## src/rtl/core/cwg_pkg.sv

```systemverilog
// Shared types and constants for the coverage waypoint generator.
// No dependencies; every other file in rtl/core imports this package.
package cwg_pkg;

    localparam int GRID_DIM    = 256;
    localparam int QUEUE_DEPTH = 4;
    localparam int QUEUE_AW    = $clog2(QUEUE_DEPTH);

    localparam logic [5:0] SCALE_RESET = 6'd1;

    typedef enum logic [2:0] {
        HD_NONE  = 3'd0,
        HD_WEST  = 3'd1,
        HD_EAST  = 3'd2,
        HD_SOUTH = 3'd3,
        HD_NORTH = 3'd4
    } heading_t;

    // bit 2: incoming cell (else previous cell), bit 1: row high offset,
    // bit 0: column high offset
    typedef enum logic [2:0] {
        PT_CUR_LL = 3'b000,
        PT_CUR_LH = 3'b001,
        PT_CUR_HL = 3'b010,
        PT_CUR_HH = 3'b011,
        PT_NXT_LL = 3'b100,
        PT_NXT_LH = 3'b101,
        PT_NXT_HL = 3'b110,
        PT_NXT_HH = 3'b111
    } pt_code_t;

    typedef struct packed {
        logic [7:0] cell_row;
        logic [7:0] cell_col;
        logic       tour_start;
    } cell_item_t;

    typedef struct packed {
        logic [15:0] waypoint_row;
        logic [15:0] waypoint_col;
        logic        last_of_run;
    } waypoint_item_t;

    // One move to be expanded into waypoints by the back end
    typedef struct packed {
        logic [7:0]     prev_row;
        logic [7:0]     prev_col;
        logic [7:0]     row;
        logic [7:0]     col;
        logic [1:0]     last_idx;
        pt_code_t [3:0] pts;
    } move_job_t;

endpackage

```

## src/rtl/core/cwg_front.sv

```systemverilog
// Front end: takes tour cells, tracks previous cell and heading, and
// turns each adjacent move into a job with its waypoint list. Uses cwg_pkg.
module cwg_front (
    input  logic                clk,
    input  logic                rst_n,
    input  logic                push,
    input  cwg_pkg::cell_item_t cell_item,
    input  logic                queue_full,
    output logic                full,
    output logic                job_push,
    output cwg_pkg::move_job_t  job
);
    import cwg_pkg::*;

    logic [7:0] prev_row_reg;
    logic [7:0] prev_col_reg;
    logic       prev_valid_reg;
    heading_t   heading_reg;
    heading_t   heading_next;

    logic     accept;
    logic     in_grid;
    logic     first;
    heading_t dir;

    assign full   = queue_full;
    assign accept = push && !queue_full;

    always_comb
    begin
        in_grid = ({1'b0, cell_item.cell_row} < 9'(GRID_DIM))
               && ({1'b0, cell_item.cell_col} < 9'(GRID_DIM));
        first   = cell_item.tour_start || !prev_valid_reg;

        dir = HD_NONE;
        if (cell_item.cell_row == prev_row_reg
            && {1'b0, cell_item.cell_col} == {1'b0, prev_col_reg} + 9'd1)
            dir = HD_EAST;
        else if (cell_item.cell_row == prev_row_reg
            && {1'b0, cell_item.cell_col} + 9'd1 == {1'b0, prev_col_reg})
            dir = HD_WEST;
        else if (cell_item.cell_col == prev_col_reg
            && {1'b0, cell_item.cell_row} + 9'd1 == {1'b0, prev_row_reg})
            dir = HD_NORTH;
        else if (cell_item.cell_col == prev_col_reg
            && {1'b0, cell_item.cell_row} == {1'b0, prev_row_reg} + 9'd1)
            dir = HD_SOUTH;

        job.prev_row = prev_row_reg;
        job.prev_col = prev_col_reg;
        job.row      = cell_item.cell_row;
        job.col      = cell_item.cell_col;
        job.last_idx = 2'd0;
        job.pts[0]   = PT_CUR_LL;
        job.pts[1]   = PT_CUR_LL;
        job.pts[2]   = PT_CUR_LL;
        job.pts[3]   = PT_CUR_LL;

        // corner points on the previous cell first, then the edge point
        unique case (dir)
            HD_EAST:
            begin
                if (heading_reg == HD_SOUTH)
                begin
                    job.pts[0] = PT_CUR_HL; job.pts[1] = PT_CUR_HH;
                    job.pts[2] = PT_NXT_HL; job.last_idx = 2'd2;
                end
                else if (heading_reg == HD_WEST)
                begin
                    job.pts[0] = PT_CUR_LL; job.pts[1] = PT_CUR_HL;
                    job.pts[2] = PT_CUR_HH; job.pts[3] = PT_NXT_HL;
                    job.last_idx = 2'd3;
                end
                else
                    job.pts[0] = PT_NXT_HL;
            end
            HD_WEST:
            begin
                if (heading_reg == HD_NORTH)
                begin
                    job.pts[0] = PT_CUR_LH; job.pts[1] = PT_CUR_LL;
                    job.pts[2] = PT_NXT_LH; job.last_idx = 2'd2;
                end
                else if (heading_reg == HD_EAST)
                begin
                    job.pts[0] = PT_CUR_HH; job.pts[1] = PT_CUR_LH;
                    job.pts[2] = PT_CUR_LL; job.pts[3] = PT_NXT_LH;
                    job.last_idx = 2'd3;
                end
                else
                    job.pts[0] = PT_NXT_LH;
            end
            HD_NORTH:
            begin
                if (heading_reg == HD_EAST)
                begin
                    job.pts[0] = PT_CUR_HH; job.pts[1] = PT_CUR_LH;
                    job.pts[2] = PT_NXT_HH; job.last_idx = 2'd2;
                end
                else if (heading_reg == HD_SOUTH)
                begin
                    job.pts[0] = PT_CUR_HL; job.pts[1] = PT_CUR_HH;
                    job.pts[2] = PT_CUR_LH; job.pts[3] = PT_NXT_HH;
                    job.last_idx = 2'd3;
                end
                else
                    job.pts[0] = PT_NXT_HH;
            end
            HD_SOUTH:
            begin
                if (heading_reg == HD_WEST)
                begin
                    job.pts[0] = PT_CUR_LL; job.pts[1] = PT_CUR_HL;
                    job.pts[2] = PT_NXT_LL; job.last_idx = 2'd2;
                end
                else if (heading_reg == HD_NORTH)
                begin
                    job.pts[0] = PT_CUR_LH; job.pts[1] = PT_CUR_LL;
                    job.pts[2] = PT_CUR_HL; job.pts[3] = PT_NXT_LL;
                    job.last_idx = 2'd3;
                end
                else
                    job.pts[0] = PT_NXT_LL;
            end
            default:
            begin
                job.pts[0] = PT_CUR_LL;
            end
        endcase

        job_push = accept && in_grid && !first && (dir != HD_NONE);

        if (first)
            heading_next = HD_NONE;
        else if (dir != HD_NONE)
            heading_next = dir;
        else
            heading_next = heading_reg;
    end

    always_ff @(posedge clk or negedge rst_n)
    begin
        if (!rst_n)
        begin
            prev_row_reg   <= '0;
            prev_col_reg   <= '0;
            prev_valid_reg <= 1'b0;
            heading_reg    <= HD_NONE;
        end
        else if (accept && in_grid)
        begin
            prev_row_reg   <= cell_item.cell_row;
            prev_col_reg   <= cell_item.cell_col;
            prev_valid_reg <= 1'b1;
            heading_reg    <= heading_next;
        end
    end

endmodule

```

## src/rtl/core/cwg_queue.sv

```systemverilog
// Short job queue between front and back end.
// Register-array FIFO of cwg_pkg::move_job_t, depth QUEUE_DEPTH.
module cwg_queue (
    input  logic               clk,
    input  logic               rst_n,
    input  logic               wr_en,
    input  cwg_pkg::move_job_t wr_data,
    output logic               full,
    input  logic               rd_en,
    output cwg_pkg::move_job_t rd_data,
    output logic               empty
);
    import cwg_pkg::*;

    move_job_t             mem [QUEUE_DEPTH];
    logic [QUEUE_AW-1:0]   wr_ptr_reg;
    logic [QUEUE_AW-1:0]   rd_ptr_reg;
    logic [QUEUE_AW:0]     count_reg;

    assign full    = (count_reg == (QUEUE_AW+1)'(QUEUE_DEPTH));
    assign empty   = (count_reg == '0);
    assign rd_data = mem[rd_ptr_reg];

    always_ff @(posedge clk)
    begin
        if (wr_en)
            mem[wr_ptr_reg] <= wr_data;
    end

    always_ff @(posedge clk or negedge rst_n)
    begin
        if (!rst_n)
        begin
            wr_ptr_reg <= '0;
            rd_ptr_reg <= '0;
            count_reg  <= '0;
        end
        else
        begin
            if (wr_en)
                wr_ptr_reg <= (wr_ptr_reg == QUEUE_AW'(QUEUE_DEPTH - 1)) ? '0
                                                                          : wr_ptr_reg + 1'b1;
            if (rd_en)
                rd_ptr_reg <= (rd_ptr_reg == QUEUE_AW'(QUEUE_DEPTH - 1)) ? '0
                                                                          : rd_ptr_reg + 1'b1;
            if (wr_en && !rd_en)
                count_reg <= count_reg + 1'b1;
            else if (rd_en && !wr_en)
                count_reg <= count_reg - 1'b1;
        end
    end

endmodule

```

## src/rtl/core/cwg_back.sv

```systemverilog
// Back end: expands a move job into fine-grid waypoints, one per cycle while the
// output register is free, through a one-entry output register. Uses cwg_pkg.
module cwg_back (
    input  logic                    clk,
    input  logic                    rst_n,
    input  logic [5:0]              scale,
    input  logic                    job_empty,
    input  cwg_pkg::move_job_t      job,
    output logic                    job_pop,
    output logic                    empty,
    input  logic                    pop,
    output cwg_pkg::waypoint_item_t waypoint
);
    import cwg_pkg::*;

    logic [15:0] cr_hi_reg, cr_lo_reg, cc_hi_reg, cc_lo_reg;
    logic [15:0] nr_hi_reg, nr_lo_reg, nc_hi_reg, nc_lo_reg;
    pt_code_t [3:0] pts_reg;
    logic [1:0]  last_idx_reg;
    logic [1:0]  idx_reg;
    logic        busy_reg;
    waypoint_item_t out_reg;
    logic        out_valid_reg;

    logic        slot_free;
    logic        emit;
    logic        emit_last;
    pt_code_t    code;
    logic [15:0] sel_row;
    logic [15:0] sel_col;
    logic [5:0]  half_dn;
    logic [6:0]  half_up;

    function automatic logic [15:0] centre_of(input logic [7:0] i, input logic [5:0] s);
        logic [14:0] prod;
        prod = {i, 1'b1} * s;
        return {1'b0, prod};
    endfunction

    assign half_dn = {1'b0, scale[5:1]};
    assign half_up = ({1'b0, scale} + 7'd1) >> 1;

    function automatic logic [15:0] hi_of(input logic [15:0] c, input logic [5:0] h);
        return c + {10'd0, h};
    endfunction

    function automatic logic [15:0] lo_of(input logic [15:0] c, input logic [6:0] h);
        return c - {9'd0, h};
    endfunction

    always_comb
    begin
        slot_free = !out_valid_reg || pop;
        emit      = busy_reg && slot_free;
        emit_last = emit && (idx_reg == last_idx_reg);
        job_pop   = !job_empty && (!busy_reg || emit_last);

        code    = pts_reg[idx_reg];
        if (code[2])
        begin
            sel_row = code[1] ? nr_hi_reg : nr_lo_reg;
            sel_col = code[0] ? nc_hi_reg : nc_lo_reg;
        end
        else
        begin
            sel_row = code[1] ? cr_hi_reg : cr_lo_reg;
            sel_col = code[0] ? cc_hi_reg : cc_lo_reg;
        end
    end

    assign empty    = !out_valid_reg;
    assign waypoint = out_reg;

    // offsets of both cells, computed once when a job is taken
    always_ff @(posedge clk)
    begin
        if (job_pop)
        begin
            cr_hi_reg    <= hi_of(centre_of(job.prev_row, scale), half_dn);
            cr_lo_reg    <= lo_of(centre_of(job.prev_row, scale), half_up);
            cc_hi_reg    <= hi_of(centre_of(job.prev_col, scale), half_dn);
            cc_lo_reg    <= lo_of(centre_of(job.prev_col, scale), half_up);
            nr_hi_reg    <= hi_of(centre_of(job.row, scale), half_dn);
            nr_lo_reg    <= lo_of(centre_of(job.row, scale), half_up);
            nc_hi_reg    <= hi_of(centre_of(job.col, scale), half_dn);
            nc_lo_reg    <= lo_of(centre_of(job.col, scale), half_up);
            pts_reg      <= job.pts;
            last_idx_reg <= job.last_idx;
        end
        if (emit)
        begin
            out_reg.waypoint_row <= sel_row;
            out_reg.waypoint_col <= sel_col;
            out_reg.last_of_run  <= emit_last;
        end
    end

    always_ff @(posedge clk or negedge rst_n)
    begin
        if (!rst_n)
        begin
            busy_reg      <= 1'b0;
            idx_reg       <= '0;
            out_valid_reg <= 1'b0;
        end
        else
        begin
            if (job_pop)
            begin
                busy_reg <= 1'b1;
                idx_reg  <= '0;
            end
            else if (emit_last)
                busy_reg <= 1'b0;
            else if (emit)
                idx_reg <= idx_reg + 1'b1;

            if (emit)
                out_valid_reg <= 1'b1;
            else if (pop)
                out_valid_reg <= 1'b0;
        end
    end

    a_load_starts_run: assert property (@(posedge clk) disable iff (!rst_n)
        job_pop |=> busy_reg && (idx_reg == 2'd0))
        else $error("job load did not restart the waypoint index");

    a_idx_bound: assert property (@(posedge clk) disable iff (!rst_n)
        busy_reg |-> (idx_reg <= last_idx_reg))
        else $error("waypoint index ran past the job's last point");

    a_run_end: assert property (@(posedge clk) disable iff (!rst_n)
        (emit_last && !job_pop) |=> !busy_reg && !empty && waypoint.last_of_run)
        else $error("final waypoint of a run not flagged or sequencer stayed busy");

    a_no_lost_output: assert property (@(posedge clk) disable iff (!rst_n)
        emit |-> (empty || pop))
        else $error("waypoint emitted over an unread result");

endmodule

```

## src/rtl/core/coverage_waypoint_generator.sv

```systemverilog
// Coverage waypoint generator: takes tour cells through a push/full queue port and
// delivers fine-grid waypoints through an empty/pop port, plus a robot_scale write port.
// Uses cwg_pkg, cwg_front, cwg_queue, cwg_back.
//
// A cell is accepted every cycle while full is low; a first cell, a non-adjacent
// cell or a repeat produces no waypoints, an adjacent move produces one to four.
// Waypoints leave at one per cycle while the receiver keeps popping, a rate set by
// the single output register of the back end; a four-entry job queue lets the
// cell side keep going while waypoints drain. The first waypoint of a move passes
// through the job queue, the back end's job registers and its output register.
// robot_scale resets to 1 and may be written only while the block is idle.
module coverage_waypoint_generator (
    input  logic                    clk,
    input  logic                    rst_n,
    input  logic                    push,
    output logic                    full,
    input  cwg_pkg::cell_item_t     cell_item,
    output logic                    empty,
    input  logic                    pop,
    output cwg_pkg::waypoint_item_t waypoint,
    input  logic                    cfg_valid,
    output logic                    cfg_ready,
    input  logic [5:0]              cfg_data
);
    import cwg_pkg::*;

    logic       [5:0] robot_scale_reg;
    logic             queue_full;
    logic             queue_empty;
    logic             job_push;
    logic             job_pop;
    move_job_t        job_in;
    move_job_t        job_out;

    assign cfg_ready = 1'b1;

    always_ff @(posedge clk or negedge rst_n)
    begin
        if (!rst_n)
            robot_scale_reg <= SCALE_RESET;
        else if (cfg_valid && cfg_ready)
            robot_scale_reg <= cfg_data;
    end

    cwg_front u_front (
        .clk        (clk),
        .rst_n      (rst_n),
        .push       (push),
        .cell_item  (cell_item),
        .queue_full (queue_full),
        .full       (full),
        .job_push   (job_push),
        .job        (job_in)
    );

    cwg_queue u_queue (
        .clk     (clk),
        .rst_n   (rst_n),
        .wr_en   (job_push),
        .wr_data (job_in),
        .full    (queue_full),
        .rd_en   (job_pop),
        .rd_data (job_out),
        .empty   (queue_empty)
    );

    cwg_back u_back (
        .clk       (clk),
        .rst_n     (rst_n),
        .scale     (robot_scale_reg),
        .job_empty (queue_empty),
        .job       (job_out),
        .job_pop   (job_pop),
        .empty     (empty),
        .pop       (pop),
        .waypoint  (waypoint)
    );

endmodule

```

## config.mk

```make
export PLATFORM = sky130hd
export DESIGN_NAME = coverage_waypoint_generator
export DESIGN_NICKNAME = d
export VERILOG_FILES = /design/src/rtl/core/cwg_pkg.sv /design/src/rtl/core/cwg_front.sv /design/src/rtl/core/cwg_queue.sv /design/src/rtl/core/cwg_back.sv /design/src/rtl/core/coverage_waypoint_generator.sv
export SDC_FILE = /design/constraint.sdc
export NUM_CORES = 1
export LEC_CHECK = 0
export BUFFER_PORTS_ARGS = -buffer_cell sky130_fd_sc_hd__buf_2
export CAP_MARGIN = 15
export CORE_UTILIZATION = 60
export DETAILED_ROUTE_END_ITERATION = 10
export GPL_TIMING_DRIVEN = 0
export PLACE_DENSITY = 0.85
export SYNTH_ARGS = -nofsm -noshare
export SYNTH_HDL_FRONTEND = slang
export SYNTH_HIERARCHICAL = 1
export SYNTH_SLANG_ARGS = --single-unit
```

## constraint.sdc

```tcl
create_clock -name clk -period 26.1 [get_ports clk]
set_input_delay 0 -clock clk [delete_from_list [all_inputs] [get_ports clk]]
set_output_delay 0 -clock clk [all_outputs]
set_load 0.01 [all_outputs]
```

==> qor.csv, run 1 <==
metric,value,unit
timing.setup.tns,0,ns
nets,2414,
worstPathRequired,26.39,ns
cts_root_buffer,clkbuf_16,
rows,74,
period_share,0.2559,
clk_latency,0.58,ns
die_h,206.8,um
vias_per_cell,6.016,
grt_pass1_wl,88230,um
gp_routability_congestion,0.9261,
io_buffers,56,
synth-async-reset-ratio,0.09487,
grt_overflow,0,
dr.pass1.iters,10,
cts-buffers-inserted,41,
hold_viol,0,
top_register,u_queue/mem,
grt_max_degree,38,
synthFlopType,edfxtp_1,
violations,DRC,
syn-instance-count,1981,
fp.dieArea,0.04276,mm^2
antenna_found_initial,1,
drv_cap,0,
synth_cell_types,93,
cp-start-kind,flop,
num_vias,16170,
wl_per_cell,20.66,um
dp_hpwl,40180,um
grt_use_total,0.2695,
synth_warnings,6,
hold_path.class,input port to asynchronous set/reset pin,
synthToLayoutAreaGrowth,11.44,%
clk_pin_slew,0.06,ns
ys_ff_latch,390,
yosysSeqAreaShare,0.4582,
die_w,206.8,um
h-tree-depth,2,
coreArea,0.04111,mm^2
first_iter_violations,1266,
status,"complete, but fails checks",
tightest_slew,1.117,ns
synth_fp_nets,2274,
final.setup_skew,0.02310,ns
finalCriticalPeriod,6.679,ns
largest_reg_flops,184,
drc,3,
ant_nets,0,
path_max_fanout,14,
cts_buffer_depth,3,
critPathKind,flop to flop,
cts_tree,built,
maxSlewViolCount,0,
clkSinkCount,390,
rsz0062_at_grt,false,
synth_edf_count,353,
io_pins,64,
grt_pass1_vias,16760,
setup_violations,0,
drive_above_1_share,0.1407,
synthesis.area,0.02516,mm^2
cts_resized,0,
drt_wl_total,55520,um
initial_core_util,0.6120,
critPathCaptureType,flop,
syn_area_per_cell,12.70,um^2
cp_data_arrival_time,6.97,ns
max-slew-margin-rel,0.2556,
fmax,149.7,MHz
-- critical path: stages, from the launching register on --
cell	delay, ns
dfrtp_1	0.90
clkbuf_1	0.56
clkbuf_1	0.44
and2_1	0.24
fa_1	0.43
fa_1	0.51
inv_1	0.06
fa_1	0.53
inv_1	0.06
ha_1	0.38
a21oi_1	0.24
o21ai_1	0.17
a21oi_1	0.34
xor2_1	0.23
nor4_1	0.69
or3b_1	0.45
xor2_1	0.17
-- cell type report --
class / count / area [um^2]
sequential: 390 / 11530
timing repair buffer: 97 / 788.3
clock inverter: 24 / 306.5
inverter: 211 / 792.0
tap: 532 / 665.6
multi-input combinational: 1297 / 12410
antenna: 1 / 2.502
clock buffer: 52 / 1097
fill: 2803 / 13070
buffer: 83 / 445.4
-- timing repair --
action	4_1_cts	5_1_grt
setup buffers	0	0
endpoints found under the hold margin	126	0
hold buffers	32	0
-- logic make-up after synthesis --
family                   share of synthesized area
multiplexers                               0.08658
buffers and inverters                      0.04918
other                                    0.0002985
AO/OA/AOI/OAI                              0.06147
flip-flops                                  0.4582
AND/OR/NAND/NOR                             0.1138
XOR/XNOR                                   0.06146
adder cells (fa/ha/maj)                     0.1691
-- through the flow --
stage               hold slack, ns    util  instance area (um^2)  cells  setup slack [ns]
floorplan                  -0.2956       -                 25160   1981             16.89
global placement            0.2000  0.6350                 26110   2569             13.86
detailed placement          0.2110  0.6400                 26310   2578             19.58
CTS                         0.1773  0.6820                 28040   2686             19.54
global route                0.2238  0.6820                 28040   2687             19.07
finish                      0.1694  0.6820                 28040   2687             19.42
-- routing by layer --
layer / GRT usage / wire (um) / up-vias
met2: 0.4670 / 28300 / 630
li1: - / - / 7310
met4: 0.09776 / 1677 / 0
met3: 0.04176 / 3377 / 125
met1: 0.3440 / 22170 / 8101
met5: 0 / 0 / -
-- cells in the final DEF (no fill, tap or decap), types with 8 or more instances in the layout --
cell           netlist  routed
a21o_1              22      22
a21oi_1             61      60
a31oi_1             11      11
and2_1             177     172
and3_1              14      14
buf_12               0       8
buf_2               11      67
buf_4               22      22
clkbuf_1            43      51
clkbuf_16            0      41
dfrtp_1             36      36
dlygate4sd3_1        0      32
edfxtp_1           353     353
fa_1               125     125
ha_1               140     140
inv_1              210     210
mux2_2              23      23
mux4_2              79      79
nand2_1             84      84
nand2b_1            15      15
nand3_1             32      32
nand4_1             16      16
nor2_1              63      63
nor2b_1             10      10
nor3_1              29      29
nor4_1              14      14
o211ai_1             8       8
o21a_1              11      11
o21ai_0             43      43
o21bai_1            16      16
xnor2_1            105     105
xor2_1              69      69
-- final timing paths --
kind	start	endpoint	slack [ns]	depth (start not counted)
min	rst_n	u_front/prev_valid_reg	0.17	2
max	robot_scale_reg[2]	u_back/nr_hi_reg[13]	19.42	16
min reg2reg	u_front/prev_valid_reg	u_front/prev_valid_reg	0.46	1
min in group clk	cell_item[7]	u_queue/mem[1][20]	0.23	2
max reg2reg	robot_scale_reg[2]	u_back/nr_hi_reg[13]	19.42	16
max in group asynchronous	rst_n	robot_scale_reg[4]	25.23	2
-- cells in the mapped netlist (all sizes together) (8+ instances only) --
cell | count | area, um^2
fa | 125 | 2502
o21ai | 49 | 249.0
a31oi | 12 | 81.33
buf | 40 | 284.0
nand2b | 15 | 93.84
mux2 | 29 | 349.1
mux4 | 79 | 1779
clkbuf | 43 | 161.4
nor4 | 14 | 87.58
nand2 | 84 | 315.3
nor2b | 10 | 62.56
nor3 | 31 | 171.4
xnor2 | 105 | 919.6
o21bai | 16 | 120.1
and3 | 14 | 87.58
or2 | 9 | 58.81
ha | 140 | 1752
nor2 | 63 | 236.5
and2 | 178 | 1115
a21o | 22 | 165.2
xor2 | 69 | 604.3
inv | 211 | 792.0
a21oi | 61 | 305.3
nand4 | 16 | 100.1
dfrtp | 36 | 900.9
o211ai | 8 | 60.06
o21a | 11 | 82.58
nand3 | 34 | 187.7
edfxtp | 353 | 10600
Power of run 1 is left out: the tool's default activity adds up to more than one toggle a clock period on the data nets, which glitch-free logic cannot reach.
==> inputs of run 2 (changes only) <==
- clock period: 26.1 -> 6.8 ns (I/O delays scaled with it)
==> run 2 against run 1 <==
Against the previous run:
- the flow still finishes with violations (DRC)
- final area is essentially flat
- critical path depth increased by 1
- register-to-register slack worse by 19 ns
- cell count hardly changed
- worst setup slack got worse by 19 ns
- first-iteration DRC count is 3.2% lower
- clock skew grew 0.0059 ns
- global-route usage down 0.61 points
- utilization barely moved
- clock-buffer cell count grew 3
==> qor.csv, run 2 (synthesis gave the netlist of run 1 again) <==
metric,value,unit
h-tree-depth,2,
tightest_slew,1.026,ns
final.setup_skew,0.02896,ns
rsz0062_at_grt,false,
worstPathRequired,7.10,ns
antenna_cells,0,
die_w,206.8,um
layout_commonest_cell,edfxtp_1,
mostFrequentLayoutCells,"353 x edfxtp_1, 210 x inv_1, 172 x and2_1, 140 x ha_1, 125 x fa_1",
critPathCaptureType,flop,
max-slew-margin-rel,0.3160,
status,"complete, but fails checks",
top_register,u_queue/mem,
coreArea,0.04111,mm^2
maxSlewViolCount,0,
synthToLayoutAreaGrowth,11.51,%
period_share,0.9279,
cts_root_buffer,clkbuf_16,
grt_use_total,0.2633,
clkSinkCount,390,
min_path_cells,2,
ant_nets,0,
io_buffers,56,
design_area,0.02806,mm^2
path_max_fanout,10,
dr.pass1.iters,10,
drc,4,
drv_cap,0,
cp_data_arrival_time,6.61,ns
cts-buffers-inserted,40,
cp-start-kind,flop,
setup_violations,0,
nFillCells,2832,
whs,0.2142,ns
gp_routability_congestion,0.9391,
timing.setup.tns,0,ns
clk_pin_slew,0.06,ns
r2r_cells,17,
critPathKind,flop to flop,
cts_buffer_depth,3,
violations,DRC,
drive_above_1_share,0.1435,
hold_path.class,input port to flop,
grt_overflow,0,
finalCriticalPeriod,6.310,ns
fp.dieArea,0.04276,mm^2
grt_pass1_wl,86350,um
dp_hpwl,39920,um
vias_per_cell,5.995,
fmax,158.5,MHz
io_pins,64,
num_vias,16100,
clk_latency,0.58,ns
largest_reg_flops,184,
first_iter_violations,1226,
dpl_cell_area,0.02629,mm^2
nets,2414,
grt_pass1_vias,16700,
grt_max_degree,38,
wl_per_cell,20.14,um
die_h,206.8,um
rows,74,
antenna_found_initial,1,
drt_wl_total,54070,um
cts_tree,built,
initial_core_util,0.6120,
cts_setup_buffers,0,
hold_viol,0,
==> run 2: what timing repair did <==
action                     in CTS  in global routing
hold endpoints to repair      127                  7
resized for setup               0                  2
setup endpoints to repair       0                  5
hold buffers                   32                  1
==> run 2: final timing paths <==
path                                        start                endpoint  slack (ns)
max                            robot_scale_reg[3]    u_back/nr_hi_reg[13]        0.49
min                                 cell_item[11]      u_queue/mem[1][24]        0.21
max reg2reg                    robot_scale_reg[3]    u_back/nr_hi_reg[13]        0.49
min reg2reg                u_front/prev_valid_reg  u_front/prev_valid_reg        0.46
max in group asynchronous                   rst_n      robot_scale_reg[0]        5.88
min in group asynchronous                   rst_n    u_queue/count_reg[1]        0.36
==> run 2: layer usage <==
| metal | vias to the layer above | routed length (um) | track usage |
|---|---|---|---|
| met5 | - | 13 | 0 |
| met4 | 2 | 1952 | 0.1069 |
| met3 | 131 | 3489 | 0.04427 |
| met2 | 645 | 27160 | 0.4570 |
| met1 | 8002 | 21450 | 0.3284 |
| li1 | 7316 | - | - |
==> run 2: through the flow <==
stage	std cells	utilization	worst slack, ns
4_1_cts	2683	0.6816	0.2870
3_5_place_dp	2577	0.6395	0.3322
2_1_floorplan	1981	-	0.7284
5_1_grt	2685	0.6825	0.1683
6_report	2685	0.6825	0.4901
3_3_place_gp	2569	0.6351	-1.069
==> run 2: area by class of cell <==
type | count | area (um^2) | share of cell area
sequential | 390 | 11530 | 0.4109
timing repair buffer | 98 | 798.3 | 0.02845
inverter | 211 | 792.0 | 0.02823
buffer | 83 | 445.4 | 0.01588
clock inverter | 19 | 259.0 | 0.009232
clock buffer | 55 | 1147 | 0.04090
multi-input combinational | 1297 | 12420 | 0.4427
tap | 532 | 665.6 | 0.02373
==> run 2: worst max-delay path: stages (launching register included) <==
cell and delay [ns]:
dfrtp_1 0.69, clkbuf_1 0.44, clkbuf_1 0.44, and2_1 0.22, fa_1 0.44, fa_1 0.54
inv_1 0.05, fa_1 0.52, inv_1 0.04, ha_1 0.29, clkbuf_1 0.22, a21oi_1 0.34
mux2i_1 0.23, o31a_1 0.15, nand3b_1 0.21, nor4_1 0.59, or3b_1 0.44, xor2_1 0.16
Power of run 2 is left out for the same reason.
